### config.mk
export PLATFORM = sky130hd
export DESIGN_NAME = csv_field_record_splitter_unit
export DESIGN_NICKNAME = d
export VERILOG_FILES = /design/src/design/csvs_pkg.sv /design/src/design/csvs_in_reg.sv /design/src/design/csvs_core.sv /design/src/design/csvs_out_reg.sv /design/src/design/csv_field_record_splitter_unit.sv
export SDC_FILE = /design/constraint.sdc
export NUM_CORES = 1
export LEC_CHECK = 0
export BUFFER_PORTS_ARGS = -buffer_cell sky130_fd_sc_hd__buf_2
export CORE_ASPECT_RATIO = 0.8
export CORE_MARGIN = 5
export CORE_UTILIZATION = 36
export CTS_BUF_LIST = sky130_fd_sc_hd__clkbuf_8 sky130_fd_sc_hd__clkbuf_16
export CTS_CLUSTER_SIZE = 14
export DETAILED_ROUTE_END_ITERATION = 10
export GPL_ROUTABILITY_DRIVEN = 1
export PLACE_DENSITY = 0.66
export REMOVE_ABC_BUFFERS = 1
export SYNTH_ARGS = -nofsm -noshare
export SYNTH_HDL_FRONTEND = slang
export SYNTH_HIERARCHICAL = 1
export SYNTH_SLANG_ARGS = --single-unit
### constraint.sdc
create_clock -name clk -period 8 [get_ports clk]
set_clock_uncertainty 0.2 [all_clocks]
set_input_delay 1.6 -clock clk [delete_from_list [all_inputs] [get_ports clk]]
set_output_delay 1.6 -clock clk [all_outputs]
set_load 0.02 [all_outputs]
### src/design/csvs_pkg.sv
// ----------------------------------------------------------------------------
// CSV splitter package
// Shared types and constants for the CSV field and record splitter.
// ----------------------------------------------------------------------------
package csvs_pkg;

  typedef logic [15:0] unit_t;

  localparam unit_t QUOTE_UNIT    = 16'h0022;
  localparam unit_t NEWLINE_UNIT  = 16'h000A;
  localparam unit_t SEP_RESET     = 16'd44;

  typedef struct packed {
    logic  end_of_data;
    unit_t char_in;
  } in_item_t;

  typedef struct packed {
    logic  has_char;
    unit_t char_out;
    logic  field_end;
    logic  record_end;
    logic  record_drop;
  } result_t;

  typedef struct packed {
    logic at_field_start;
    logic field_quoted;
    logic field_quote_pending;
    logic line_in_quotes;
    logic line_quote_pending;
    logic record_has_chars;
  } tok_state_t;

  localparam tok_state_t TOK_STATE_RESET = '{
    at_field_start:      1'b1,
    field_quoted:        1'b0,
    field_quote_pending: 1'b0,
    line_in_quotes:      1'b0,
    line_quote_pending:  1'b0,
    record_has_chars:    1'b0
  };

endpackage

### src/design/csvs_in_reg.sv
// ----------------------------------------------------------------------------
// CSV splitter input register
// Holds one input request until the tokeniser takes it.
// ----------------------------------------------------------------------------
module csvs_in_reg (
  input  logic              clk,
  input  logic              rst_n,
  input  logic              in_valid,
  output logic              in_ready,
  input  csvs_pkg::in_item_t in_item,
  input  logic              advance,
  output logic              hold_valid,
  output csvs_pkg::in_item_t hold_item
);
  import csvs_pkg::*;

  logic     valid_r;
  logic     valid_nxt;
  in_item_t item_r;

  assign in_ready   = !valid_r || advance;
  assign hold_valid = valid_r;
  assign hold_item  = item_r;

  always_comb begin
    valid_nxt = valid_r;
    if (in_ready) begin
      valid_nxt = in_valid;
    end
  end

  always_ff @(posedge clk) begin
    if (!rst_n) begin
      valid_r <= 1'b0;
    end else begin
      valid_r <= valid_nxt;
    end
  end

  always_ff @(posedge clk) begin
    if (in_valid && in_ready) begin
      item_r <= in_item;
    end
  end

endmodule

### src/design/csvs_core.sv
// ----------------------------------------------------------------------------
// CSV splitter tokeniser core
// Quote tracking state and the per-unit field and record decisions.
// ----------------------------------------------------------------------------
module csvs_core (
  input  logic               clk,
  input  logic               rst_n,
  input  logic               step,
  input  csvs_pkg::in_item_t item,
  input  csvs_pkg::unit_t    separator,
  output csvs_pkg::result_t  res
);
  import csvs_pkg::*;

  tok_state_t st_r;
  tok_state_t st_nxt;
  logic       ends_record;
  logic       plain;
  unit_t      c;

  assign c = item.char_in;

  always_comb begin
    st_nxt      = st_r;
    res         = '0;
    ends_record = 1'b0;
    plain       = 1'b0;
    if (item.end_of_data) begin
      res.record_drop = st_r.record_has_chars;
      st_nxt          = TOK_STATE_RESET;
    end else begin
      // Record-level quote tracking decides whether a newline ends the record.
      if (st_r.line_quote_pending) begin
        st_nxt.line_quote_pending = 1'b0;
        if (c != QUOTE_UNIT) begin
          st_nxt.line_in_quotes = 1'b0;
          ends_record           = (c == NEWLINE_UNIT);
        end
      end else if (st_r.line_in_quotes) begin
        if (c == QUOTE_UNIT) begin
          st_nxt.line_quote_pending = 1'b1;
        end
      end else if (c == QUOTE_UNIT) begin
        st_nxt.line_in_quotes = 1'b1;
      end else begin
        ends_record = (c == NEWLINE_UNIT);
      end

      if (ends_record) begin
        res.field_end  = st_r.record_has_chars;
        res.record_end = 1'b1;
        st_nxt         = TOK_STATE_RESET;
      end else begin
        st_nxt.record_has_chars = 1'b1;
        if (st_r.at_field_start) begin
          if (c == QUOTE_UNIT) begin
            st_nxt.field_quoted   = 1'b1;
            st_nxt.at_field_start = 1'b0;
          end else begin
            plain = 1'b1;
          end
        end else if (st_r.field_quote_pending) begin
          st_nxt.field_quote_pending = 1'b0;
          if (c == QUOTE_UNIT) begin
            res.has_char = 1'b1;
            res.char_out = c;
          end else begin
            st_nxt.field_quoted = 1'b0;
            plain               = 1'b1;
          end
        end else if (st_r.field_quoted) begin
          if (c == QUOTE_UNIT) begin
            st_nxt.field_quote_pending = 1'b1;
          end else begin
            res.has_char = 1'b1;
            res.char_out = c;
          end
        end else begin
          plain = 1'b1;
        end

        if (plain) begin
          if (c == separator) begin
            res.field_end              = 1'b1;
            st_nxt.at_field_start      = 1'b1;
            st_nxt.field_quoted        = 1'b0;
            st_nxt.field_quote_pending = 1'b0;
          end else begin
            res.has_char          = 1'b1;
            res.char_out          = c;
            st_nxt.at_field_start = 1'b0;
          end
        end
      end
    end
  end

  always_ff @(posedge clk) begin
    if (!rst_n) begin
      st_r <= TOK_STATE_RESET;
    end else if (step) begin
      st_r <= st_nxt;
    end
  end

endmodule

### src/design/csvs_out_reg.sv
// ----------------------------------------------------------------------------
// CSV splitter result register
// Holds one result request until the receiver takes it.
// ----------------------------------------------------------------------------
module csvs_out_reg (
  input  logic              clk,
  input  logic              rst_n,
  input  logic              src_valid,
  output logic              load,
  input  csvs_pkg::result_t res_in,
  output logic              out_valid,
  input  logic              out_ready,
  output csvs_pkg::result_t res_out
);
  import csvs_pkg::*;

  logic    valid_r;
  logic    valid_nxt;
  result_t res_r;

  assign load      = src_valid && (!valid_r || out_ready);
  assign out_valid = valid_r;
  assign res_out   = res_r;

  always_comb begin
    valid_nxt = valid_r;
    if (load) begin
      valid_nxt = 1'b1;
    end else if (out_ready) begin
      valid_nxt = 1'b0;
    end
  end

  always_ff @(posedge clk) begin
    if (!rst_n) begin
      valid_r <= 1'b0;
    end else begin
      valid_r <= valid_nxt;
    end
  end

  always_ff @(posedge clk) begin
    if (load) begin
      res_r <= res_in;
    end
  end

endmodule

### src/design/csv_field_record_splitter_unit.sv
// ----------------------------------------------------------------------------
// CSV field and record splitter
// Splits a stream of 16-bit code units into CSV fields and records.
// ----------------------------------------------------------------------------
// The input channel takes one code unit per request, or an end-of-data mark
// that reports whether an unfinished record is dropped and clears the state.
// Every input request gives exactly one result request on the output channel,
// carrying an optional field character and field-end, record-end and drop
// flags. The configuration channel writes the separator; it is always ready
// and should only be written while no request is in flight.
// A request accepted at one clock edge is held in the input register, decided
// by the tokeniser and loaded into the result register once that register is
// empty or being read: one request per cycle sustained while the receiver
// does not stall, with the quote state updated as each request moves across.
// When the receiver stalls, the result register holds its request, the input
// register fills, and in_ready falls until the output moves again.
// Synchronous reset empties both registers, returns the tokeniser to the start
// of a field and sets the separator back to a comma.
// ----------------------------------------------------------------------------
module csv_field_record_splitter_unit (
  input  logic               clk,
  input  logic               rst_n,
  input  logic               in_valid,
  output logic               in_ready,
  input  csvs_pkg::unit_t    in_char_in,
  input  logic               in_end_of_data,
  output logic               out_valid,
  input  logic               out_ready,
  output logic               out_has_char,
  output csvs_pkg::unit_t    out_char_out,
  output logic               out_field_end,
  output logic               out_record_end,
  output logic               out_record_drop,
  input  logic               cfg_valid,
  output logic               cfg_ready,
  input  csvs_pkg::unit_t    cfg_separator
);
  import csvs_pkg::*;

  unit_t    separator_r;
  in_item_t in_item;
  in_item_t hold_item;
  logic     hold_valid;
  logic     load;
  result_t  core_res;
  result_t  res_out;

  assign cfg_ready = 1'b1;

  always_ff @(posedge clk) begin
    if (!rst_n) begin
      separator_r <= SEP_RESET;
    end else if (cfg_valid) begin
      separator_r <= cfg_separator;
    end
  end

  assign in_item.char_in     = in_char_in;
  assign in_item.end_of_data = in_end_of_data;

  csvs_in_reg u_in_reg (
    .clk        (clk),
    .rst_n      (rst_n),
    .in_valid   (in_valid),
    .in_ready   (in_ready),
    .in_item    (in_item),
    .advance    (load),
    .hold_valid (hold_valid),
    .hold_item  (hold_item)
  );

  csvs_core u_core (
    .clk       (clk),
    .rst_n     (rst_n),
    .step      (load),
    .item      (hold_item),
    .separator (separator_r),
    .res       (core_res)
  );

  csvs_out_reg u_out_reg (
    .clk       (clk),
    .rst_n     (rst_n),
    .src_valid (hold_valid),
    .load      (load),
    .res_in    (core_res),
    .out_valid (out_valid),
    .out_ready (out_ready),
    .res_out   (res_out)
  );

  assign out_has_char    = res_out.has_char;
  assign out_char_out    = res_out.char_out;
  assign out_field_end   = res_out.field_end;
  assign out_record_end  = res_out.record_end;
  assign out_record_drop = res_out.record_drop;

endmodule
== After elaboration in Yosys (flattened, before gate mapping) ==
Index checks and enable logic that the tools add are counted.

* Multiplexer cells: 42
* Equality and inequality tests: 5
* Reductions and logical operators: 9

{| class="wikitable"
|+ Operators with widths
! cell !! count
|-
| $mux W17 || 6
|-
| $mux W1 || 28
|-
| $mux W18 || 1
|-
| $eq A16 B16 Y1 || 1
|-
| $eq A16 B4 Y1 const B || 1
|-
| $eq A16 B6 Y1 const B || 1
|-
| $ne A16 B6 Y1 const B || 1
|-
| $mux W2 || 4
|-
| $mux W3 || 2
|-
| $mux W6 || 1
|-
| $ne A4 B4 Y1 const B || 1
|-
| $logic_and A1 B1 Y1 || 2
|-
| $logic_not A1 Y1 || 2
|-
| $logic_or A1 B1 Y1 || 2
|-
| $reduce_and A2 Y1 || 1
|-
| $reduce_bool A2 Y1 || 1
|-
| $reduce_or A2 Y1 || 1
|}

* Word-level logic and storage cells: 72
* Register bits: 61
* Input bits: 38

== Depth between registers and ports, before layout ==
Gate-level depths: netlist of the first run.

* Depth after elaboration: 10
* Mapped depth: 7

== By module ==
The synthesis of the first run kept the hierarchy.

{| class="wikitable"
|+ Modules (own cells, without submodules)
! module !! instances !! area an instance (sq um) !! seq. area each (sq um) !! cells an instance
|-
| csvs_core || 1 || 828.3 || 120.1 || 99
|-
| csvs_out_reg || 1 || 648.1 || 620.6 || 24
|-
| csv_field_record_splitter_unit || 1 || 619.3 || 320.3 || 53
|-
| csvs_in_reg || 1 || 568.0 || 530.5 || 22
|}

== Least setup slack after synthesis of the first run ==
Ideal clock, no wire load.

* Path type: input port to output port
* Start point: input port out_ready
* End point: output port in_ready
* Slack: 3.042 ns
* Stages on the path: 3
* Arrival time: 3.158 ns
* Path through: nor2b_4 nor2b_1 nand2b_4

* Word-level cells in the longest chain between the ends: 3

{| class="wikitable"
|+ Ends and longest elaborated chain
! item !! line !! text
|-
| from (decl) || csv_field_record_splitter_unit.sv:28 || <nowiki>input logic out_ready,</nowiki>
|-
| $logic_or A1 B1 Y1 || csvs_out_reg.sv:21 || <nowiki>assign load = src_valid && (!valid_r || out_ready);</nowiki>
|-
| $logic_and A1 B1 Y1 || csvs_out_reg.sv:21 ||
|-
| net load || csv_field_record_splitter_unit.sv:44 || <nowiki>logic load;</nowiki>
|-
| $logic_or A1 B1 Y1 || csvs_in_reg.sv:21 || <nowiki>assign in_ready = !valid_r || advance;</nowiki>
|-
| to (decl) || csv_field_record_splitter_unit.sv:24 || <nowiki>output logic in_ready,</nowiki>
|}

The timed path passes the listed nets, and every way through them passes these cells.

== Worst setup path after layout of the first run ==
Same ends and word-level chain as after synthesis.

==> results of run 1 <==
[registers in the layout, indices dropped and copies added, names as in the netlist]
name and flops:
u_in_reg/hold_item 17, u_out_reg/out_valid 1, u_out_reg/res_out 20, u_core/st_r 6
separator_r 16, u_in_reg/hold_valid 1
[per-layer routing]
metal / share of wire / GRT usage
met1: 0.48 / 0.172
met2: 0.42 / 0.181
met3: 0.089 / 0.0660
met4: 0.0073 / 0.0282
met5: 0 / 0
[kinds of logic after synthesis]
logic type | count (synthesis) | share of synthesized area
other | 1 | 0.00141
AO/OA/AOI/OAI | 19 | 0.0489
buffers and inverters | 13 | 0.0362
AND/OR/NAND/NOR | 69 | 0.192
multiplexers | 19 | 0.0719
XOR/XNOR | 16 | 0.0526
flip-flops | 61 | 0.597
[power breakdown]
group | internal [mW] | switching (mW) | leakage, nW
sequential | 0.354 | 0.0119 | 0.552
combinational | 0.0312 | 0.0372 | 0.584
clock | 0.148 | 0.115 | 0.101
total | 0.534 | 0.164 | 1.24
[final cells by class]
class | instances | share of cell area
tap | 90 | 0.0352
inverter | 5 | 0.00587
sequential | 61 | 0.498
timing repair buffer | 60 | 0.0947
clock inverter | 6 | 0.0164
clock buffer | 10 | 0.0430
multi-input combinational | 124 | 0.307
[how the worst min path moves through the flow]
stage / start / to / slack [ns] / cells past startpoint
2_1_floorplan: u_core/st_r[1]$_SDFFE_PN0P_ / u_core/st_r[1]$_SDFFE_PN0P_ / 0.26 / 2
3_3_place_gp: u_core/st_r[1]$_SDFFE_PN0P_ / u_core/st_r[1]$_SDFFE_PN0P_ / 0.27 / 2
3_5_place_dp: separator_r[3]$_SDFFE_PN1P_ / separator_r[3]$_SDFFE_PN1P_ / 0.29 / 2
4_1_cts: u_core/st_r[1]$_SDFFE_PN0P_ / u_core/st_r[1]$_SDFFE_PN0P_ / 0.29 / 2
5_1_grt: u_core/st_r[1]$_SDFFE_PN0P_ / u_core/st_r[1]$_SDFFE_PN0P_ / 0.31 / 2
6_report: u_core/st_r[1]$_SDFFE_PN0P_ / u_core/st_r[1]$_SDFFE_PN0P_ / 0.30 / 2
[through the flow]
| stage | std cells | hold slack (ns) |
|---|---|---|
| after floorplan | 190 | 0.258 |
| after global placement | 340 | 0.274 |
| after detailed placement | 340 | 0.285 |
| after CTS | 356 | 0.294 |
| after global routing | 356 | 0.312 |
| final | 356 | 0.297 |
[synthesized netlist by cell type, types with 2 or more instances]
cell | instances | area [sq um]
or4_4 | 2 | 22.5
buf_4 | 2 | 15.0
dfxtp_1 | 24 | 480
nor2_1 | 9 | 33.8
xnor2_1 | 16 | 140
a21oi_1 | 3 | 15.0
o21ai_1 | 2 | 10.0
o21a_1 | 3 | 22.5
inv_1 | 5 | 18.8
nor3b_1 | 7 | 52.6
mux2i_1 | 18 | 180
or4b_1 | 3 | 30.0
buf_6 | 3 | 33.8
nor2b_1 | 16 | 100
nand4_1 | 4 | 25.0
o21ai_0 | 3 | 15.0
nand3_1 | 3 | 15.0
and2_1 | 2 | 12.5
nand2_1 | 6 | 22.5
edfxtp_1 | 37 | 1110
nor3b_2 | 9 | 113
[critical path, cell delays in order]
cell	delay [ns]
buf_2	0.10
nor2b_4	0.04
nor2b_2	0.09
buf_4	0.32
nand2b_4	0.22
buf_2	0.16
==> summary.md, run 1 <==
| Metric | Value |
|---|---|
| Initial DRC Count | 88 |
| First-pass GRT wire length | 8720 microns |
| Worst vdd ir | 0.000103 V |
| Number of synthesized flops with an enable pin | 37 |
| Reg2reg start | u_in_reg/hold_item[0]$_DFFE_PP_ |
| Final nets | 299 |
| Ys Warns | 6 |
| Die W | 106 microns |
| R2R depth | 5 |
| Vias in the first global route | 1674 |
| Hold crit path type | register to register |
| Sequential fraction of the synthesis area | 0.597 |
| Fmax | 231 MHz |
| # rows | 28 |
| Clk Latency, worst-skew pair | 0.33 ns |
| Antenna-violating nets left | 0 |
| Area Growth Syn to Fin | 20.1% |
| # diodes | 0 |
| R2r endpoint | u_core/st_r[4]$_SDFFE_PN0P_ |
| Most frequent cells in the layout | 59 x buf_2, 37 x edfxtp_1, 24 x dfxtp_1 |
| Clk buf depth | 2 |
| Final hold vios | 0 |
| Post-Synthesis Cells | 198 |
| WP data arrival | 2.54 ns |
| Synthesized area per cell | 13.5 sq um |
| Unrepaired setup endpoints after global routing | false |
| Worst setup SP type | input pin |
| Clock transition at path regs | 0.06 ns |
| Critical setup path kind | input pin to primary output |
| FFs w/ async S/R, synth | 0 |
| PD cells | 218 nW/um^2 |
| R2R Setup Slk | 4.76 ns |
| Post-synthesis register bit count | 61 |
| Clk sinks | 61 |
| Initial antenna violation count | 0 |
| Filler cells | 689 |
| Critical path peak fanout | 27 |
| Die height | 86.9 microns |
| Largest net degree at the start of global routing | 28 |
| Slew Limit Fails | 0 |
| Leakage power | 1.24 nW |
| Worst Slack Setup Final | 3.66 ns |
| DR vias | 1710 |
| Reg area | 1590 sq um |
| Critical Path Start | out_ready |
| Period utilisation layout | 0.542 |
| GR Util All Layers | 0.127 |
| Share of cells above drive strength 1 | 0.346 |
| Placer Congestion | 0.753 |
| Yosys cell types | 42 |
| Critical Path RT | 6.20 ns |
| Starting density of the core | 0.366 |
| Final min period | 4.34 ns |
| Mapped Area | 2660 sq um |
| DRC violations left | 0 |
| CTS tree | done |
| Worst setup path end | in_ready |
| H-tree levels | 3 |
| DIE AREA | 9230 sq um |
| TritonCTS buffer count | 9 |
| MaxCap Viol Count | 0 |
| Total Neg Setup Slack | 0 ns |
| Initial DRT Pass Iterations | 4 |
| Relative max-transition margin | 0.283 |
| Ys flop type | edfxtp_1 |
| GRT Residual Overflow | 0 |
| Area of the multi-input gates | 982 sq um |
| Port Buffer Count | 59 |
| Core Footprint | 7290 sq um |
| Vias per Instance | 4.80 |
| Outcome | finished, final reports clean |
| Final setup viols | 0 |
| Placed inst area | 3010 sq um |
| Final instance area | 3200 sq um |
| Hold Buf Count CTS | 0 |
| Post-CTS sizing | 0 |
| Total power | 0.698 mW |
| Dpl hpwl | 3900 microns |
| Ports | 61 |
| Clock root cell | clkbuf_8 |
| Dpl ws | 3.65 ns |
| Final Core Density | 0.439 |
| Commonest non-fill, non-tap cell in the layout | buf_2 |
| Post-CTS Setup Bufs | 0 |
| WL/cell | 15.4 microns |
| CP endpoint kind | primary output |
| Worst Tran Pin Value | 1.07 ns |
| WL final | 5480 microns |
No activity file was read; power rests on OpenSTA's default activity.
==> inputs of run 2 (changes only) <==
--- a/config.mk
+++ b/config.mk
@@ -13,7 +13,7 @@
 export CTS_CLUSTER_SIZE = 14
 export DETAILED_ROUTE_END_ITERATION = 10
 export GPL_ROUTABILITY_DRIVEN = 1
-export PLACE_DENSITY = 0.66
+export PLACE_DENSITY = 0.68
 export REMOVE_ABC_BUFFERS = 1
 export SYNTH_ARGS = -nofsm -noshare
 export SYNTH_HDL_FRONTEND = slang
==> constraint.sdc (replaced) <==
create_clock -name clk -period 3.8 [get_ports clk]
set_clock_uncertainty 0.2 [all_clocks]
set_input_delay 0.76 -clock clk [delete_from_list [all_inputs] [get_ports clk]]
set_output_delay 0.76 -clock clk [all_outputs]
set_load 0.02 [all_outputs]
==> run 2 against run 1 <==
Final cell count stayed put. Utilization is 0.15 points higher. Power increased by 110%. Largest power group unchanged. Non-clock buffer count up 1. Die area unchanged. Sequential power increased by 110%. Design area rose by 0.35%. Clock power rose by 120%. Flip-flop and latch count stayed put. Via count decreased by 0.47%. Critical path depth fell by 1. Highest routed layer unchanged.
==> summary.md, run 2 (same netlist as run 1, synthesis figures left out) <==
| Metric | Value |
|---|---|
| Vias in the first global route | 1710 |
| Family with the most delay on the worst path | simple AND/OR/NAND/NOR gates |
| # diodes | 0 |
| WL final | 5600 microns |
| TritonCTS buffer count | 9 |
| CP endpoint kind | register |
| Starting density of the core | 0.366 |
| Initial antenna violation count | 0 |
| Initial DRT Pass Iterations | 4 |
| Largest net degree at the start of global routing | 27 |
| Vias per Instance | 4.78 |
| Clock root cell | clkbuf_8 |
| Core Footprint | 7290 sq um |
| Critical path peak fanout | 17 |
| CTS tree | done |
| Die W | 106 microns |
| Unrepaired setup endpoints after global routing | false |
| Number of flip-flops under the largest register name | 20 |
| Most frequent cells in the layout | 59 x buf_2, 37 x edfxtp_1, 24 x dfxtp_1 |
| Dpl hpwl | 4020 microns |
| Critical Path RT | 3.66 ns |
| Die height | 86.9 microns |
| Clk buf depth | 2 |
| GR Util All Layers | 0.128 |
| Placer Congestion | 0.781 |
| WP buf/inv | 0 |
| Area Growth Syn to Fin | 20.5% |
| H-tree levels | 3 |
| Worst vdd ir | 0.000219 V |
| MaxCap Viol Count | 0 |
| Post-CTS Setup Bufs | 0 |
| Clk Latency, worst-skew pair | 0.34 ns |
| Post-CTS sizing | 0 |
| Slew Limit Fails | 0 |
| Final Core Density | 0.440 |
| Fmax | 328 MHz |
| PD cells | 463 nW/um^2 |
| Port Buffer Count | 59 |
| DR vias | 1702 |
| DIE AREA | 9230 sq um |
| Crit path cell chain | or4b_1 -> nor4_4 -> mux2i_1 -> o22a_1 -> nor3b_1 |
| Initial DRC Count | 79 |
| Total power | 1.48 mW |
| Hold crit path type | register to register |
| Worst setup SP type | register |
| Period utilisation layout | 0.802 |
| # rows | 28 |
| Ports | 61 |
| Final nets | 300 |
| DRC violations left | 0 |
| Worst Tran Pin Value | 0.810 ns |
| Hold Buf Count CTS | 0 |
| Total Neg Setup Slack | 0 ns |
| GRT Residual Overflow | 0 |
| Final hold vios | 0 |
| Final min period | 3.05 ns |
| WP data arrival | 2.91 ns |
| Outcome | finished, final reports clean |
| Leakage power | 1.25 nW |
| Share of cells above drive strength 1 | 0.346 |
| First-pass GRT wire length | 8790 microns |
| Commonest non-fill, non-tap cell in the layout | buf_2 |
| Critical setup path kind | register to register |
| Clock transition at path regs | 0.07 ns |
| Critical-path top delay cell | o22a_1 |
| Clk sinks | 61 |
| WL/cell | 15.7 microns |
| Final setup viols | 0 |
| Relative max-transition margin | 0.455 |
| Antenna-violating nets left | 0 |
| Max incr delay on CP | 0.68 ns |
## run 2: cell types whose count changed in the layout (fill, tap and decap cells not counted), sizes merged
cell    delta
clkbuf     +1
inv        +2
buf        +1
clkinv     -4
## run 2: routing by layer
metal | track usage | vias up | routed length, microns
li1 | - | 836 | -
met1 | 0.171 | 787 | 2730
met2 | 0.181 | 71 | 2290
met3 | 0.0608 | 8 | 516
met4 | 0.0424 | 0 | 57
met5 | 0 | - | 0
## run 2: final cells by class
| type | count | area [sq um] |
|---|---|---|
| clock inverters | 4 | 42.5 |
| clock buffers | 11 | 151 |
| multi-input cells | 124 | 982 |
| flip-flops and latches | 61 | 1590 |
| well taps | 90 | 113 |
| inverters | 5 | 18.8 |
| repair buffers | 61 | 310 |
| fillers | 701 | 4080 |
## run 2: report_power, final
part | internal [mW] | switching, mW | total (mW)
sequential | 0.746 | 0.0261 | 0.772
combinational | 0.0664 | 0.0784 | 0.145
clock | 0.329 | 0.239 | 0.568
total | 1.14 | 0.344 | 1.48
## run 2: path summary, 6_finish.rpt
path                                                       end  cells after the start                             from  slack (ns)
worst max-delay path            u_out_reg/res_out[4]$_DFFE_PP_                      5  u_in_reg/hold_item[0]$_DFFE_PP_        0.75
worst min-delay path               u_core/st_r[1]$_SDFFE_PN0P_                      2      u_core/st_r[1]$_SDFFE_PN0P_        0.29
worst max register to register  u_out_reg/res_out[4]$_DFFE_PP_                      5  u_in_reg/hold_item[0]$_DFFE_PP_        0.75
worst min register to register     u_core/st_r[1]$_SDFFE_PN0P_                      2      u_core/st_r[1]$_SDFFE_PN0P_        0.29
## run 2: worst reg2reg max path, stage by stage, from the launching register on
cell      delay [ns]
edfxtp_1        0.42
or4b_1          0.64
nor4_4          0.46
mux2i_1         0.24
o22a_1          0.68
nor3b_1         0.13
## run 2: per-stage QoR
stage          area (sq um)  instances  hold WS [ns]  setup slack [ns]
2_1_floorplan          2590        190         0.258             0.522
3_3_place_gp           3020        341         0.272             0.867
3_5_place_dp           3020        341         0.290             0.730
4_1_cts                3210        356         0.297             0.750
5_1_grt                3210        356         0.327             0.601
6_report               3210        356         0.295             0.752
==> inputs of run 3 (changes only) <==
==> constraint.sdc (replaced) <==
create_clock -name clk -period 2.8 [get_ports clk]
set_clock_uncertainty 0.2 [all_clocks]
set_input_delay 0.56 -clock clk [delete_from_list [all_inputs] [get_ports clk]]
set_output_delay 0.56 -clock clk [all_outputs]
set_load 0.02 [all_outputs]
==> run 3 against run 2 <==
Combinational power rose by 37%. Worst hold slack lost 0.094 ns. Sequential power grew 36%. Design area is 2.1% higher. Non-clock buffer count increased by 4. Routed wire length shrank 1.4%. Critical path depth did not move. Flip-flop and latch count unchanged. Via count is 0.24% lower. First-iteration DRC count is 11% higher. Register-to-register slack worse by 0.53 ns.
==> summary.md, run 3 (same netlist as run 1, synthesis figures left out) <==
| Metric | Value |
|---|---|
| Outcome | finished, final reports clean |
| Clk pwr share | 0.422 |
| Antenna-violating nets left | 0 |
| Most frequent cells in the layout | 59 x buf_2, 37 x edfxtp_1, 24 x dfxtp_1 |
| Initial DRC Count | 88 |
| DR vias | 1698 |
| TritonCTS buffer count | 9 |
| Initial antenna violation count | 0 |
| Crit path cell chain | or4_4 -> or4b_1 -> o21bai_2 -> buf_4 -> nor3b_2 |
| Switching power | 0.472 mW |
| WL final | 5520 microns |
| DRC violations left | 0 |
| Final hold vios | 0 |
| Vias in the first global route | 1695 |
| WL/cell | 15.3 microns |
| # diodes | 0 |
| Reg area | 1590 sq um |
| Final instance area | 3280 sq um |
| Leakage power | 1.29 nW |
| Initial DRT Pass Iterations | 4 |
| Largest net degree at the start of global routing | 27 |
| Post-CTS sizing | 0 |
| Area Growth Syn to Fin | 23.0% |
| Ports | 61 |
| First-pass GRT wire length | 8740 microns |
| Critical path peak fanout | 9 |
| GRT Residual Overflow | 0 |
| Critical-path top delay cell | or4b_1 |
| Sw Share | 0.219 |
| Worst vdd ir | 0.000346 V |
| Final setup viols | 0 |
| CTS tree | done |
| Worst Slack Setup Final | 0.219 ns |
| Starting density of the core | 0.366 |
| Number of flip-flops under the largest register name | 20 |
| Dpl hpwl | 4130 microns |
| Critical setup path kind | register to register |
| DIE AREA | 9230 sq um |
| R2R Setup Slk | 0.22 ns |
| Max incr delay on CP | 0.59 ns |
| Critical Path RT | 2.68 ns |
| WP data arrival | 2.46 ns |
| Period utilisation layout | 0.922 |
| Filler cells | 683 |
| Clk Latency, worst-skew pair | 0.33 ns |
| Slew Limit Fails | 0 |
| Die W | 106 microns |
| PD cells | 658 nW/um^2 |
| Clock root cell | clkbuf_8 |
| Core Footprint | 7290 sq um |
| Hold depth | 1 |
| Die height | 86.9 microns |
| Post-CTS Setup Bufs | 0 |
| Reg power frac | 0.486 |
| Hold crit path type | input pin to register |
| Area of the multi-input gates | 982 sq um |
| Port Buffer Count | 59 |
| Share of cells above drive strength 1 | 0.354 |
| Vias per Instance | 4.70 |
| GR Util All Layers | 0.125 |
| Total power | 2.15 mW |
| Hold Buf Count CTS | 0 |
| Fmax | 387 MHz |
| Clock transition at path regs | 0.07 ns |
| Logic gate share of total power | 0.092 |
| Clk sinks | 61 |
| Clk buf depth | 2 |
| Placer Congestion | 0.750 |
| CP endpoint kind | register |
| WHS | 0.200 ns |
| Internal power | 1.68 mW |
| H-tree levels | 3 |
| Commonest non-fill, non-tap cell in the layout | buf_2 |
| Dpl ws | 0.223 ns |
| Final min period | 2.58 ns |
| Placed inst area | 3050 sq um |
| Unrepaired setup endpoints after global routing | false |
| # rows | 28 |
| MaxCap Viol Count | 0 |
| Final nets | 304 |
| R2R depth | 5 |
| Worst setup SP type | register |
## run 3: cell count changes in the layout (fill, tap and decap cells not counted)
cell | before | now
buf_4 | 2 | 6
bufinv_16 | 1 | 3
clkbuf_8 | 11 | 9
clkinv_1 | 0 | 1
## run 3: final cells by class
type,instances,share of cell area
repair buffers,65,0.104
flip-flops and latches,61,0.486
inverters,5,0.00573
clock inverters,7,0.0325
well taps,90,0.0344
multi-input cells,124,0.300
clock buffers,9,0.0378
## run 3: metal layers
metal	up-vias	track usage	part of all wire
met5	-	0	0
met4	0	0.0141	0.0025
met3	2	0.0600	0.075
met2	63	0.181	0.42
met1	783	0.176	0.50
li1	850	-	-
## run 3: worst max-delay path: cells and delay by family, from the launching register on
kind	cells	cell delay, ns
AND/OR/NAND/NOR	3	1.22
flip-flops	1	0.44
AO/OA/AOI/OAI	1	0.23
buffers and inverters	1	0.23
## run 3: power by group through the flow
stage	sequential, mW	clock, mW	combinational (mW)
2_1_floorplan	1.08	0	0.0966
3_3_place_gp	1.07	0	0.196
3_5_place_dp	1.07	0	0.200
4_1_cts	1.05	0.930	0.201
5_1_grt	1.05	0.980	0.214
6_report	1.05	0.910	0.198
## run 3: through the flow
stage                     std cells   util  setup TNS (ns)
after floorplan                 190      -           -8.98
after global placement          345  0.418               0
after detailed placement        345  0.418               0
after CTS                       361  0.450               0
after global routing            361  0.450               0
final                           361  0.450               0
## run 3: path summary, 6_finish.rpt
check | start | to
setup / recovery | u_in_reg/hold_item[13]$_DFFE_PP_ | u_out_reg/res_out[11]$_DFFE_PP_
hold / removal | in_char_in[4] | u_in_reg/hold_item[4]$_DFFE_PP_
setup reg to reg | u_in_reg/hold_item[13]$_DFFE_PP_ | u_out_reg/res_out[11]$_DFFE_PP_
hold reg to reg | u_core/st_r[1]$_SDFFE_PN0P_ | u_core/st_r[1]$_SDFFE_PN0P_
